File: config.mk
export PLATFORM = sky130hd
export DESIGN_NAME = midi_note_slot_allocator
export DESIGN_NICKNAME = d
export VERILOG_FILES = /design/src/hw/rtl/nsa_pkg.sv /design/src/hw/rtl/nsa_ram.sv /design/src/hw/rtl/nsa_ctrl.sv /design/src/hw/rtl/midi_note_slot_allocator.sv
export SDC_FILE = /design/constraint.sdc
export NUM_CORES = 2
export LEC_CHECK = 0
export BUFFER_PORTS_ARGS = -buffer_cell sky130_fd_sc_hd__buf_4
export CAP_MARGIN = 40
export CORE_MARGIN = 2
export CORE_UTILIZATION = 40
export CTS_CLUSTER_SIZE = 14
export DETAILED_ROUTE_END_ITERATION = 10
export SLEW_MARGIN = 10
export SYNTH_ARGS = -nofsm -noshare
export SYNTH_HDL_FRONTEND = slang
export SYNTH_SLANG_ARGS = --single-unit
File: constraint.sdc
create_clock -name clk -period 5.8 [get_ports clk]
set_clock_uncertainty 0.05 [all_clocks]
set_input_delay 0.58 -clock clk [delete_from_list [all_inputs] [get_ports clk]]
set_output_delay 0.58 -clock clk [all_outputs]
set_load 0.02 [all_outputs]
File: src/hw/rtl/nsa_pkg.sv
// ----------------------------------------------------------------------------
// nsa_pkg
// Shared types, codes and constants of the MIDI note slot allocator.
// ----------------------------------------------------------------------------
package nsa_pkg;

    localparam int NUM_SLOTS_DEF = 64;
    localparam int NUM_PORTS     = 2;

    localparam int PORTS_W = 2;
    localparam int CHAN_W  = 4;
    localparam int DATA_W  = 7;
    localparam int SLOT_W  = 6;
    localparam int TIME_W  = 32;

    localparam logic [3:0] CMD_NOTE_ON  = 4'h9;
    localparam logic [3:0] CMD_NOTE_OFF = 4'h8;
    localparam logic [3:0] CMD_CTRL     = 4'hB;

    typedef enum logic [1:0] {
        REQ_PLAY = 2'd0,
        REQ_STOP = 2'd1,
        REQ_CC   = 2'd2,
        REQ_ALL  = 2'd3
    } req_kind_t;

    typedef enum logic [1:0] {
        OC_SENT       = 2'd0,
        OC_PORT_OFF   = 2'd1,
        OC_FULL       = 2'd2,
        OC_NOT_ACTIVE = 2'd3
    } outcome_t;

    typedef enum logic [2:0] {
        ST_INIT,
        ST_IDLE,
        ST_DECIDE,
        ST_REL_A,
        ST_REL_B,
        ST_REL_C
    } state_t;

    typedef struct packed {
        req_kind_t           req_type;
        logic                port;
        logic [CHAN_W-1:0]   channel;
        logic [DATA_W-1:0]   key;
        logic [DATA_W-1:0]   controller;
        logic [DATA_W-1:0]   value;
        logic [SLOT_W-1:0]   slot;
        logic [TIME_W-1:0]   time_stamp;
    } req_t;

    typedef struct packed {
        logic                send_valid;
        logic [7:0]          status_byte;
        logic [DATA_W-1:0]   data_one;
        logic [DATA_W-1:0]   data_two;
        logic                out_port;
        logic [TIME_W-1:0]   out_time;
        logic [SLOT_W-1:0]   handle;
        outcome_t            outcome;
        logic                last;
    } result_t;

    // per-slot record held in the slot memory
    typedef struct packed {
        logic                active;
        logic [CHAN_W-1:0]   channel;
        logic [DATA_W-1:0]   key;
        logic                port;
    } slot_info_t;

endpackage

File: src/hw/rtl/nsa_ram.sv
// ----------------------------------------------------------------------------
// nsa_ram
// Simple dual-port synchronous RAM, one write and one registered read port.
// ----------------------------------------------------------------------------
module nsa_ram #(
    parameter int WIDTH = 8,
    parameter int DEPTH = 64,
    parameter int AW    = 6
) (
    input  logic             clk,
    input  logic             rd_en,
    input  logic [AW-1:0]    rd_addr,
    output logic [WIDTH-1:0] rd_data,
    input  logic             wr_en,
    input  logic [AW-1:0]    wr_addr,
    input  logic [WIDTH-1:0] wr_data
);

    logic [WIDTH-1:0] mem [DEPTH];

    always_ff @(posedge clk)
    begin
        if (rd_en)
        begin
            rd_data <= mem[rd_addr];
        end
    end

    always_ff @(posedge clk)
    begin
        if (wr_en)
        begin
            mem[wr_addr] <= wr_data;
        end
    end

endmodule

File: src/hw/rtl/nsa_ctrl.sv
// ----------------------------------------------------------------------------
// nsa_ctrl
// Request sequencer: slot memory and next/prev link memories, list pointers,
// read-modify-write of the ordered slot list.
// ----------------------------------------------------------------------------
module nsa_ctrl #(
    parameter int NUM_SLOTS = nsa_pkg::NUM_SLOTS_DEF
) (
    input  logic                         clk,
    input  logic                         rst_n,
    input  logic                         in_valid,
    output logic                         in_ready,
    input  nsa_pkg::req_t                in_req,
    input  logic [nsa_pkg::PORTS_W-1:0]  port_enabled,
    input  logic                         out_free,
    output logic                         emit,
    output nsa_pkg::result_t             res
);

    localparam int IDX_W = (NUM_SLOTS > 1) ? $clog2(NUM_SLOTS) : 1;
    localparam int CNT_W = $clog2(NUM_SLOTS + 1);
    // one spare bit so that NUM_SLOTS itself is representable in the compare
    localparam int CMP_W = ((IDX_W > nsa_pkg::SLOT_W) ? IDX_W : nsa_pkg::SLOT_W) + 1;
    localparam logic [IDX_W-1:0] LAST_IDX = IDX_W'(NUM_SLOTS - 1);

    nsa_pkg::state_t      state_reg, state_next;
    logic [IDX_W-1:0]     front_reg, front_next;
    logic [IDX_W-1:0]     back_reg, back_next;
    logic [IDX_W-1:0]     oldest_reg, oldest_next;
    logic [CNT_W-1:0]     count_reg, count_next;
    logic [IDX_W-1:0]     init_reg, init_next;
    logic [IDX_W-1:0]     cur_reg, cur_next;
    nsa_pkg::req_t        req_reg, req_next;
    logic                 range_reg, range_next;

    // memory ports
    logic                 rd_en;
    logic [IDX_W-1:0]     rd_addr;
    nsa_pkg::slot_info_t  info_rd;
    logic [IDX_W-1:0]     link_n, link_p;
    logic                 info_we;
    logic [IDX_W-1:0]     info_waddr;
    nsa_pkg::slot_info_t  info_wdata;
    logic                 nx_we, pv_we;
    logic [IDX_W-1:0]     nx_waddr, nx_wdata, pv_waddr, pv_wdata;

    logic [CMP_W-1:0]     in_slot_wide;
    logic                 in_range;
    logic [CMP_W-1:0]     cur_wide;
    logic                 port_ok;
    logic                 rel_done;
    logic                 play_ok;

    nsa_ram #(.WIDTH($bits(nsa_pkg::slot_info_t)), .DEPTH(NUM_SLOTS), .AW(IDX_W)) u_info (
        .clk     (clk),
        .rd_en   (rd_en),
        .rd_addr (rd_addr),
        .rd_data (info_rd),
        .wr_en   (info_we),
        .wr_addr (info_waddr),
        .wr_data (info_wdata)
    );

    nsa_ram #(.WIDTH(IDX_W), .DEPTH(NUM_SLOTS), .AW(IDX_W)) u_next (
        .clk     (clk),
        .rd_en   (rd_en),
        .rd_addr (rd_addr),
        .rd_data (link_n),
        .wr_en   (nx_we),
        .wr_addr (nx_waddr),
        .wr_data (nx_wdata)
    );

    nsa_ram #(.WIDTH(IDX_W), .DEPTH(NUM_SLOTS), .AW(IDX_W)) u_prev (
        .clk     (clk),
        .rd_en   (rd_en),
        .rd_addr (rd_addr),
        .rd_data (link_p),
        .wr_en   (pv_we),
        .wr_addr (pv_waddr),
        .wr_data (pv_wdata)
    );

    assign in_slot_wide = CMP_W'(in_req.slot);
    assign in_range     = in_slot_wide < CMP_W'(NUM_SLOTS);
    assign cur_wide     = CMP_W'(cur_reg);
    assign port_ok      = (32'(req_reg.port) < nsa_pkg::NUM_PORTS)
                          && port_enabled[req_reg.port];

    always_ff @(posedge clk or negedge rst_n)
    begin
        if (!rst_n)
        begin
            state_reg  <= nsa_pkg::ST_INIT;
            front_reg  <= '0;
            back_reg   <= LAST_IDX;
            oldest_reg <= '0;
            count_reg  <= '0;
            init_reg   <= '0;
        end
        else
        begin
            state_reg  <= state_next;
            front_reg  <= front_next;
            back_reg   <= back_next;
            oldest_reg <= oldest_next;
            count_reg  <= count_next;
            init_reg   <= init_next;
        end
    end

    always_ff @(posedge clk)
    begin
        cur_reg   <= cur_next;
        req_reg   <= req_next;
        range_reg <= range_next;
    end

    always_comb
    begin
        state_next  = state_reg;
        front_next  = front_reg;
        back_next   = back_reg;
        oldest_next = oldest_reg;
        count_next  = count_reg;
        init_next   = init_reg;
        cur_next    = cur_reg;
        req_next    = req_reg;
        range_next  = range_reg;

        in_ready   = 1'b0;
        emit       = 1'b0;
        res        = '0;
        res.out_time = req_reg.time_stamp;
        res.last   = 1'b1;
        rd_en      = 1'b0;
        rd_addr    = cur_reg;
        info_we    = 1'b0;
        info_waddr = cur_reg;
        info_wdata = '0;
        nx_we      = 1'b0;
        nx_waddr   = cur_reg;
        nx_wdata   = cur_reg;
        pv_we      = 1'b0;
        pv_waddr   = cur_reg;
        pv_wdata   = cur_reg;
        rel_done   = 1'b0;
        play_ok    = 1'b0;

        case (state_reg)
            nsa_pkg::ST_INIT:
            begin
                // build the ascending ring, all slots free
                info_we    = 1'b1;
                info_waddr = init_reg;
                nx_we      = 1'b1;
                nx_waddr   = init_reg;
                nx_wdata   = (init_reg == LAST_IDX) ? '0 : init_reg + 1'b1;
                pv_we      = 1'b1;
                pv_waddr   = init_reg;
                pv_wdata   = (init_reg == '0) ? LAST_IDX : init_reg - 1'b1;
                init_next  = init_reg + 1'b1;
                if (init_reg == LAST_IDX)
                begin
                    state_next = nsa_pkg::ST_IDLE;
                end
            end

            nsa_pkg::ST_IDLE:
            begin
                in_ready = 1'b1;
                if (in_valid)
                begin
                    req_next   = in_req;
                    range_next = in_range;
                    rd_en      = 1'b1;
                    case (in_req.req_type)
                        nsa_pkg::REQ_STOP: rd_addr = in_slot_wide[IDX_W-1:0];
                        nsa_pkg::REQ_ALL:  rd_addr = oldest_reg;
                        default:           rd_addr = front_reg;
                    endcase
                    cur_next   = rd_addr;
                    state_next = nsa_pkg::ST_DECIDE;
                end
            end

            nsa_pkg::ST_DECIDE:
            begin
                case (req_reg.req_type)
                    nsa_pkg::REQ_PLAY:
                    begin
                        if (out_free)
                        begin
                            emit       = 1'b1;
                            state_next = nsa_pkg::ST_IDLE;
                            if (!port_ok)
                            begin
                                res.outcome = nsa_pkg::OC_PORT_OFF;
                            end
                            else if (info_rd.active)
                            begin
                                res.outcome = nsa_pkg::OC_FULL;
                            end
                            else
                            begin
                                play_ok         = 1'b1;
                                res.send_valid  = 1'b1;
                                res.status_byte = {nsa_pkg::CMD_NOTE_ON, req_reg.channel};
                                res.data_one    = req_reg.key;
                                res.data_two    = req_reg.value;
                                res.out_port    = req_reg.port;
                                res.handle      = cur_wide[nsa_pkg::SLOT_W-1:0];
                                res.outcome     = nsa_pkg::OC_SENT;
                                info_we         = 1'b1;
                                info_wdata      = '{active: 1'b1, channel: req_reg.channel,
                                                    key: req_reg.key, port: req_reg.port};
                                // front slot becomes the back: ring rotates
                                front_next      = link_n;
                                back_next       = cur_reg;
                                count_next      = count_reg + 1'b1;
                                if (count_reg == '0)
                                begin
                                    oldest_next = cur_reg;
                                end
                            end
                        end
                    end

                    nsa_pkg::REQ_CC:
                    begin
                        if (out_free)
                        begin
                            emit       = 1'b1;
                            state_next = nsa_pkg::ST_IDLE;
                            if (port_ok)
                            begin
                                res.send_valid  = 1'b1;
                                res.status_byte = {nsa_pkg::CMD_CTRL, req_reg.channel};
                                res.data_one    = req_reg.controller;
                                res.data_two    = req_reg.value;
                                res.out_port    = req_reg.port;
                                res.outcome     = nsa_pkg::OC_SENT;
                            end
                            else
                            begin
                                res.outcome = nsa_pkg::OC_PORT_OFF;
                            end
                        end
                    end

                    nsa_pkg::REQ_STOP:
                    begin
                        if (range_reg && info_rd.active)
                        begin
                            state_next = nsa_pkg::ST_REL_A;
                        end
                        else if (out_free)
                        begin
                            emit        = 1'b1;
                            res.handle  = req_reg.slot;
                            res.outcome = nsa_pkg::OC_NOT_ACTIVE;
                            state_next  = nsa_pkg::ST_IDLE;
                        end
                    end

                    default:
                    begin
                        if (count_reg != '0)
                        begin
                            state_next = nsa_pkg::ST_REL_A;
                        end
                        else if (out_free)
                        begin
                            emit        = 1'b1;
                            res.outcome = nsa_pkg::OC_SENT;
                            state_next  = nsa_pkg::ST_IDLE;
                        end
                    end
                endcase
            end

            nsa_pkg::ST_REL_A:
            begin
                if (out_free)
                begin
                    emit            = 1'b1;
                    res.send_valid  = 1'b1;
                    res.status_byte = {nsa_pkg::CMD_NOTE_OFF, info_rd.channel};
                    res.data_one    = info_rd.key;
                    res.data_two    = '0;
                    res.out_port    = info_rd.port;
                    res.handle      = cur_wide[nsa_pkg::SLOT_W-1:0];
                    res.outcome     = nsa_pkg::OC_SENT;
                    res.last        = (req_reg.req_type == nsa_pkg::REQ_STOP)
                                      || (count_reg == CNT_W'(1));
                    info_we         = 1'b1;
                    if ((cur_reg != front_reg) && (cur_reg != back_reg))
                    begin
                        // unlink: next[p] = n, prev[n] = p
                        nx_we      = 1'b1;
                        nx_waddr   = link_p;
                        nx_wdata   = link_n;
                        pv_we      = 1'b1;
                        pv_waddr   = link_n;
                        pv_wdata   = link_p;
                        state_next = nsa_pkg::ST_REL_B;
                    end
                    else
                    begin
                        // back slot going to the front leaves the ring as it is
                        if (cur_reg != front_reg)
                        begin
                            front_next = cur_reg;
                            back_next  = link_p;
                        end
                        rel_done = 1'b1;
                    end
                end
            end

            nsa_pkg::ST_REL_B:
            begin
                nx_we      = 1'b1;
                nx_waddr   = back_reg;
                nx_wdata   = cur_reg;
                pv_we      = 1'b1;
                pv_waddr   = cur_reg;
                pv_wdata   = back_reg;
                state_next = nsa_pkg::ST_REL_C;
            end

            nsa_pkg::ST_REL_C:
            begin
                nx_we      = 1'b1;
                nx_waddr   = cur_reg;
                nx_wdata   = front_reg;
                pv_we      = 1'b1;
                pv_waddr   = front_reg;
                pv_wdata   = cur_reg;
                front_next = cur_reg;
                rel_done   = 1'b1;
            end

            default:
            begin
                state_next = nsa_pkg::ST_IDLE;
            end
        endcase

        if (rel_done)
        begin
            count_next = count_reg - 1'b1;
            if (cur_reg == oldest_reg)
            begin
                oldest_next = link_n;
            end
            if ((req_reg.req_type == nsa_pkg::REQ_ALL) && (count_reg > CNT_W'(1)))
            begin
                // actives are contiguous: the next one is the following slot
                rd_en      = 1'b1;
                rd_addr    = link_n;
                cur_next   = link_n;
                state_next = nsa_pkg::ST_REL_A;
            end
            else
            begin
                state_next = nsa_pkg::ST_IDLE;
            end
        end
    end

`ifndef ASSERT_OFF
    a_count_range: assert property (@(posedge clk) disable iff (!rst_n)
        count_reg <= CNT_W'(NUM_SLOTS))
        else $error("active count above pool size");

    a_emit_free: assert property (@(posedge clk) disable iff (!rst_n)
        emit |-> out_free)
        else $error("result produced while output register busy");

    a_relink_mid: assert property (@(posedge clk) disable iff (!rst_n)
        (state_reg == nsa_pkg::ST_REL_B) |-> (cur_reg != front_reg) && (cur_reg != back_reg))
        else $error("relink of a slot at the list ends");

    a_play_not_full: assert property (@(posedge clk) disable iff (!rst_n)
        play_ok |-> (count_reg < CNT_W'(NUM_SLOTS)))
        else $error("slot taken from a full pool");

    a_play_back: assert property (@(posedge clk) disable iff (!rst_n)
        play_ok |=> (back_reg == $past(cur_reg)) && (count_reg != '0))
        else $error("played slot not at the back");
`endif

endmodule

File: src/hw/rtl/midi_note_slot_allocator.sv
// ----------------------------------------------------------------------------
// midi_note_slot_allocator
// Note slot pool with an ordered free/active list and MIDI message output.
// ----------------------------------------------------------------------------
// After reset the block builds its slot list in memory and takes no request
// meanwhile; configuration writes are taken at any time. Requests go one at
// a time: play, control change and every rejected request pass through the
// registered read of the slot memories and the decide state; a stop adds the
// release state REL_A, and a stop of a slot in the middle of the list also
// the relink states REL_B and REL_C, as each link memory has a single write
// port; stop-all releases the active slots one after another in the same way.
// Results are also held while the downstream side holds tready low. A new
// request is accepted while the last result still waits in the output register.
module midi_note_slot_allocator #(
    parameter int NUM_SLOTS = nsa_pkg::NUM_SLOTS_DEF
) (
    input  logic        clk,
    input  logic        rst_n,
    // request stream
    input  logic        s_tvalid,
    output logic        s_tready,
    // port, channel, key, controller, value, slot, time_stamp (low to high)
    input  logic [63:0] s_tdata,
    // req_type
    input  logic [1:0]  s_tuser,
    // result stream
    output logic        m_tvalid,
    input  logic        m_tready,
    // status_byte, data_one, data_two, out_port, out_time, handle, outcome, pad
    output logic [63:0] m_tdata,
    // send_valid
    output logic [0:0]  m_tuser,
    output logic        m_tlast,
    // configuration
    input  logic        cfg_we,
    input  logic [1:0]  cfg_wdata
);

    logic [nsa_pkg::PORTS_W-1:0] port_en_reg;
    logic                        out_valid_reg;
    nsa_pkg::result_t            out_reg;
    nsa_pkg::req_t               in_req;
    nsa_pkg::result_t            res;
    logic                        emit;
    logic                        out_free;

    assign in_req.req_type   = nsa_pkg::req_kind_t'(s_tuser);
    assign in_req.port       = s_tdata[0];
    assign in_req.channel    = s_tdata[4:1];
    assign in_req.key        = s_tdata[11:5];
    assign in_req.controller = s_tdata[18:12];
    assign in_req.value      = s_tdata[25:19];
    assign in_req.slot       = s_tdata[31:26];
    assign in_req.time_stamp = s_tdata[63:32];

    assign out_free = !out_valid_reg || m_tready;

    nsa_ctrl #(.NUM_SLOTS(NUM_SLOTS)) u_ctrl (
        .clk          (clk),
        .rst_n        (rst_n),
        .in_valid     (s_tvalid),
        .in_ready     (s_tready),
        .in_req       (in_req),
        .port_enabled (port_en_reg),
        .out_free     (out_free),
        .emit         (emit),
        .res          (res)
    );

    always_ff @(posedge clk or negedge rst_n)
    begin
        if (!rst_n)
        begin
            port_en_reg   <= '0;
            out_valid_reg <= 1'b0;
        end
        else
        begin
            if (cfg_we)
            begin
                port_en_reg <= cfg_wdata;
            end
            if (emit)
            begin
                out_valid_reg <= 1'b1;
            end
            else if (m_tready)
            begin
                out_valid_reg <= 1'b0;
            end
        end
    end

    always_ff @(posedge clk)
    begin
        if (emit)
        begin
            out_reg <= res;
        end
    end

    assign m_tvalid = out_valid_reg;
    assign m_tdata  = {1'b0, out_reg.outcome, out_reg.handle, out_reg.out_time,
                       out_reg.out_port, out_reg.data_two, out_reg.data_one,
                       out_reg.status_byte};
    assign m_tuser  = out_reg.send_valid;
    assign m_tlast  = out_reg.last;

endmodule

Word-level counts from Yosys, hierarchy flattened
Memory sizes are Yosys's and may differ from the RTL's. A register that Yosys moved wholly into a read port is not among the register bits.
Cells that the tools add are included.
{"block": "classes", "div_mod_pow": 0, "eq_ne": 28, "n_lt_le_gt_ge": 3, "shift": 0, "addsub": 4, "reduce_logical": 26, "bitwise": 0, "muxes": 112, "n_mul": 0}
{"cell": "two-way mux 6 bit", "n": 35}
{"cell": "two-way mux 24 bit", "n": 6}
{"cell": "case mux 24 bit (2 select lines)", "n": 2}
{"cell": "case mux 6 bit (3 select lines)", "n": 5}
{"cell": "two-way mux 13 bit", "n": 5}
{"cell": "two-way mux 7 bit", "n": 6}
{"cell": "case mux 6 bit (2 select lines)", "n": 3}
{"cell": "two-way mux 1 bit", "n": 25}
{"cell": "two-way mux 3 bit", "n": 8}
{"cell": "two-way mux 8 bit", "n": 3}
{"cell": "case mux 3 bit (6 select lines)", "n": 1}
{"cell": "case mux 8 bit (2 select lines)", "n": 1}
{"cell": "AND reduction 8 bit", "n": 2}
{"cell": "!= test 6 bit", "n": 2}
{"cell": "nonzero test 2 bit", "n": 6}
{"cell": "!= test 2 bit (second input constant)", "n": 5}
{"cell": "AND reduction 5 bit", "n": 2}
{"cell": "two-way mux 9 bit", "n": 1}
{"cell": "two-way mux 2 bit", "n": 4}
{"cell": "!= test 2 x 1 -> 1 bit (second input constant)", "n": 4}
{"cell": "case mux 1 bit (2 select lines)", "n": 4}
{"cell": "adder 7 x 1 -> 7 bit (second input constant)", "n": 1}
{"cell": "equality test 7 x 1 -> 1 bit (second input constant)", "n": 1}
{"cell": "> comparator 7 x 1 -> 1 bit (second input constant)", "n": 1}
{"cell": "29 further kinds", "n": 40}
{"block": "totals", "regBits": 175, "elab_cells": 203, "rom_bits": 0, "output_inout_bits": 68, "latchBits": 0, "input_bits": 73, "ramBits": 1600, "memories": 3}
{"name": "u_ctrl.u_info.mem", "depth": 64, "word_bits": 13, "rd": 1, "rd_ports_with_merged_regs": 1, "write_ports": 1, "line_no": "nsa_ram.sv:19", "rtl": "logic [WIDTH-1:0] mem [DEPTH];"}
{"name": "u_ctrl.u_next.mem", "depth": 64, "word_bits": 6, "rd": 1, "rd_ports_with_merged_regs": 1, "write_ports": 1, "line_no": "nsa_ram.sv:19"}
{"name": "u_ctrl.u_prev.mem", "depth": 64, "word_bits": 6, "rd": 1, "rd_ports_with_merged_regs": 1, "write_ports": 1, "line_no": "nsa_ram.sv:19"}

Longest topological paths before layout
{"block": "logic_depth", "word_depth": 9, "depth_mapped": 16, "depth_no_buf": 12}

Cells and area by module
A second synthesis with hierarchy kept.
{"block": "unflattened", "cells_unflattened": 3549, "hier_area_um2": 71280.9}
{"module": "nsa_ram at u_ctrl.u_info", "n_inst": 1, "cells_per_inst": 1432, "seq_area_each_um2": 25374.3, "area_per_inst_um2": 32563.7}
{"module": "nsa_ram at u_ctrl.u_next ...", "n_inst": 2, "cells_per_inst": 720, "seq_area_each_um2": 11711.2, "area_per_inst_um2": 15285.9}
{"module": "nsa_ctrl", "n_inst": 1, "cells_per_inst": 603, "seq_area_each_um2": 2960.3, "area_per_inst_um2": 6072.1}
{"module": "midi_note_slot_allocator", "n_inst": 1, "cells_per_inst": 74, "seq_area_each_um2": 2026.9, "area_per_inst_um2": 2073.2}

Worst setup path before layout
OpenSTA, ideal clock, no wires.
{"block": "synth_path", "path_type": "reg2reg", "from": "register u_ctrl.count_reg[2]", "to": "register out_reg, in the netlist m_tdata[0], enable pin", "stages_incl_launch_ff": 7, "path_buffers": 0, "period_less_slack_ps": 6197, "setup_ps": 561, "path_slack_ps": -397, "required_time_ps": 5189, "t_arrival_ps": 5586, "path_cell_list": "dfrtp_1 > nor4_1 > and2_1 > nand3_1 > nand3b_1 > nor2_1 > nor3_1"}
{"block": "synth_between", "elab_chain_cells": 4}
{"item": "start: declaration", "line_no": "nsa_ctrl.sv:30", "rtl": "logic [CNT_W-1:0] count_reg, count_next;"}
{"item": "start signal: assignment", "line_no": "nsa_ctrl.sv:107", "rtl": "count_reg <= count_next;"}
{"item": "nonzero test 7 bit", "line_no": "nsa_ctrl.sv:268", "rtl": "if (count_reg != '0)"}
{"item": "two-way mux 1 bit", "line_no": "nsa_ctrl.sv:268"}
{"item": "case mux 1 bit (2 select lines)", "line_no": "nsa_ctrl.sv:189", "rtl": "case (req_reg.req_type)"}
{"item": "case mux 1 bit (2 select lines)", "line_no": "nsa_ctrl.sv:150", "rtl": "case (state_reg)"}
{"item": "net emit", "line_no": "midi_note_slot_allocator.sv:44", "rtl": "logic emit;"}
{"item": "end signal: assignment", "line_no": "midi_note_slot_allocator.sv:98", "rtl": "out_reg <= res;"}
{"item": "end: declaration", "line_no": "midi_note_slot_allocator.sv:41", "rtl": "nsa_pkg::result_t out_reg;"}
The timed path passes the listed nets, and every way through them passes these cells.
A chain may end at the register's enable or synchronous reset.

Worst setup path in the final report
{"block": "layout_path", "from": "register u_ctrl.cur_reg[3]", "to": "register u_ctrl.u_info.rd_data[2], read port of u_ctrl.u_info.mem, data pin"}
{"block": "layout_between", "elab_chain_cells": 6, "word_cells_on_any_way": 11, "cone_classes": "eq/ne: 2; mux: 8; reduce/logical: 1"}
{"item": "start: declaration", "line_no": "nsa_ctrl.sv:32", "rtl": "logic [IDX_W-1:0] cur_reg, cur_next;"}
{"item": "start signal: assignment", "line_no": "nsa_ctrl.sv:114", "rtl": "cur_reg <= cur_next;"}
{"item": "!= test 6 bit", "line_no": "nsa_ctrl.sv:297", "rtl": "if ((cur_reg != front_reg) && (cur_reg != back_reg))"}
{"item": "logical AND 1 bit", "line_no": "nsa_ctrl.sv:297"}
{"item": "two-way mux 1 bit", "line_no": "nsa_ctrl.sv:297"}
{"item": "two-way mux 1 bit", "line_no": "nsa_ctrl.sv:284", "rtl": "if (out_free)"}
{"item": "case mux 1 bit (2 select lines)", "line_no": "nsa_ctrl.sv:150"}
{"item": "two-way mux 6 bit or two-way mux 1 bit (tied branches)", "line_no": "nsa_ctrl.sv:350", "rtl": "if (rel_done)"}
{"item": "end: declaration", "line_no": "nsa_ram.sv:13", "rtl": "output logic [WIDTH-1:0] rd_data,"}
Several ways; a longest one is shown, not always the timed one.

==> results.toml <==
[final_layout]
syn_to_final_growth_pct = 15.5
largest_register = "u_ctrl.u_info.mem"
drive_above_1_share_pct = 11.7
largest_register_ff_count = 832
fill_cells = 15600
mostFrequentLayoutCell = "edfxtp_1"
mostFrequentLayoutCells = "1754 x edfxtp_1, 1513 x nand2_1, 448 x nand3_1, 365 x a21oi_1, 348 x buf_4"
nNetsFinal = 5917
reg.largest.list = "u_ctrl.u_info.mem x832, u_ctrl.u_next.mem x384, u_ctrl.u_prev.mem x384"
final_core_util_pct = 46.6

[routing]
wire_per_inst_um = 25.0
viasPerCell = 5.61
drtPass1Iterations = 6
vias = 46800
detail-route-antenna-nets = 0
drc = 0
wirelength_um = 208000
dr.first_iter.drc_count = 5610

[power]
p_per_area_mw_per_mm2 = 573
vdd_drop_max_uv = 512
p_leak_nw = 28.9

[setup_path]
cp-end-kind = "register"
rr_startpoint = "u_ctrl.cur_reg[3]"
path_class = "register to register"
arrival_ps = 5940
startpoint_type = "register"
startpoint = "u_ctrl.cur_reg[3]"
worstPathRequired_ps = 6440
worstPathMaxFanout = 104

[logic_synthesis]
postSynth.asyncResetShare_pct = 2.06
yosysSeqAreaShare_pct = 74.4
ys_seq_elements = 1797
yosysUniqueCellTypes = 80
syn_avg_cell_area_um2 = 13.0
yosysTopAreaCellShare_pct = 72.9
synthTopCellsByArea = "edfxtp_1 73%, nand2_1 7.9%, nand3_1 3.1%"
synth_ff_type = "edfxtp_1"
ys_warn_count = 0
synth_edf_count = 1754
synthCells = 5534
syn-cell-area_mm2 = 0.0722
yosysTopAreaCell = "edfxtp_1"

[clock_tree]
cts_buffers = 177
insertion_delay_ps = 840
cts_max_level = 4
clockRootBuffer = "clkbuf_16"
cts_tree = "yes"
cts_buffer_depth = 3
clk_pin_slew_ps = 70
cts_resized = 0
numClockSinks = 1797

[floorplanning]
die_x_um = 429
std_cell_rows = 155
pin_count = 141
die_height_um = 429
core_mm2 = 0.179
initial_core_util_pct = 40.3
dieArea_mm2 = 0.184

[global_routing]
grt_pass1_wl_um = 304000
grt_use_total_pct = 22.2
antenna_found_initial = 5
grt_max_degree = 147
overflow = 0
grt_pass1_vias = 44700

[placed_design]
dpl.hpwl_um = 132000
port_buffers = 138
gp_congestion = 0.901

[min_path]
hold_class = "input port to register"
worstHoldStart = "m_tready"

[sta]
maxSlewViolCount = 0
setup_tns_ps = 0
hold_viol = 0
setup_viol = 0
worstMarginPinSlew_ps = 1070
rsz0062_at_grt = "no"
fmax_ghz = 0.189
min_period_ps = 5290
relSlewSlack_pct = 28.9
fin_crit_sh_pct = 91.3

[run]
cap_viol_max_count = 0

[run_status]
outcome = "finished clean"
==> synthesized netlist by cell type, types with 15 or more instances <==
library cell	count
inv_1	16
o22ai_1	51
o21ai_0	53
nor4_1	66
a21oi_1	369
buf_4	15
buf_2	107
nor3_1	19
a22oi_1	15
xnor2_1	25
buf_1	38
mux2i_1	166
nand3_1	448
a211oi_1	37
nand4_1	58
nor2_1	274
clkbuf_1	165
dfrtp_1	31
edfxtp_1	1754
and2_1	15
nand2_1	1515
a32oi_1	28
==> per-stage QoR <==
stage	power (W)	setup WS, ps	std cells	cell area, um2	hold WS, ps
4_1_cts	0.0478	671	8335	83400	136
2_1_floorplan	0.0289	799	5535	72200	234
3_3_place_gp	0.0362	352	7923	76900	351
5_1_grt	0.0498	354	8335	83400	204
6_report	0.0478	507	8337	83400	192
3_5_place_dp	0.0366	595	7944	77100	355
==> timing repair <==
action                    in CTS  in global routing
setup buffers                  0                  0
hold buffers                  70                  0
hold endpoints to repair      99                  0
==> cell families (layout without fill, tap and decap cells) <==
group	count (synthesis)	count (layout)	synth area share, %
mux	174	174	2.48
xor+xnor	37	37	0.449
fa+ha+maj	6	6	0.104
other cells	1	4	0.00519
compound gates	698	698	5.95
simple gates	2475	2475	14.5
buf+inv	346	791	2.09
flops	1797	1797	74.4
==> worst max-delay path, cell delays in order, from the launching register on <==
cell and delay, ps:
dfxtp_1 720, xnor2_1 150, nand4_1 210, o32ai_2 150
o21ai_2 570, mux2i_4 610, buf_12 470, buf_4 730
nand2_1 120, nand3_1 130, a21oi_1 90, nor4_1 740
a211o_1 240
==> area by class of cell <==
cell class              instances  area [um2]  area share, %
inverters                      19        86.3          0.104
flip-flops and latches       1797       53700           64.4
clock inverters                97         915           1.10
diodes                          2        5.00        0.00600
clock buffers                 224        4660           5.58
well taps                    2355        2950           3.53
repair buffers                451        3880           4.65
multi-input cells            3392       17200           20.6
==> worst paths after layout <==
check                      depth (start not counted)  slack (ps)                        to
hold reg to reg                                    0         370               m_tdata[25]
setup reg to reg                                  12         510  u_ctrl.u_info.rd_data[2]
max in group asynchronous                          2        5060       u_ctrl.count_reg[2]
hold / removal                                     3         190               m_tdata[22]
setup / recovery                                  12         510  u_ctrl.u_info.rd_data[2]
min in group asynchronous                          2         230            port_en_reg[0]
==> power breakdown <==
part,switching (W),internal (W)
Clock,0.00500,0.00620
Combinational,0.0136,0.00494
Sequential,0.000700,0.0173
Total,0.0193,0.0285
==> layer usage <==
layer  GRT usage (%)  share of wire [%]  up-vias
li1                -                  -    20900
met1            30.9                 42    23300
met5               0              0.010        -
met4            8.42                3.6        4
met2            34.5                 46     2218
met3            4.38                9.0      357
Power figures use the tool's default switching activity.
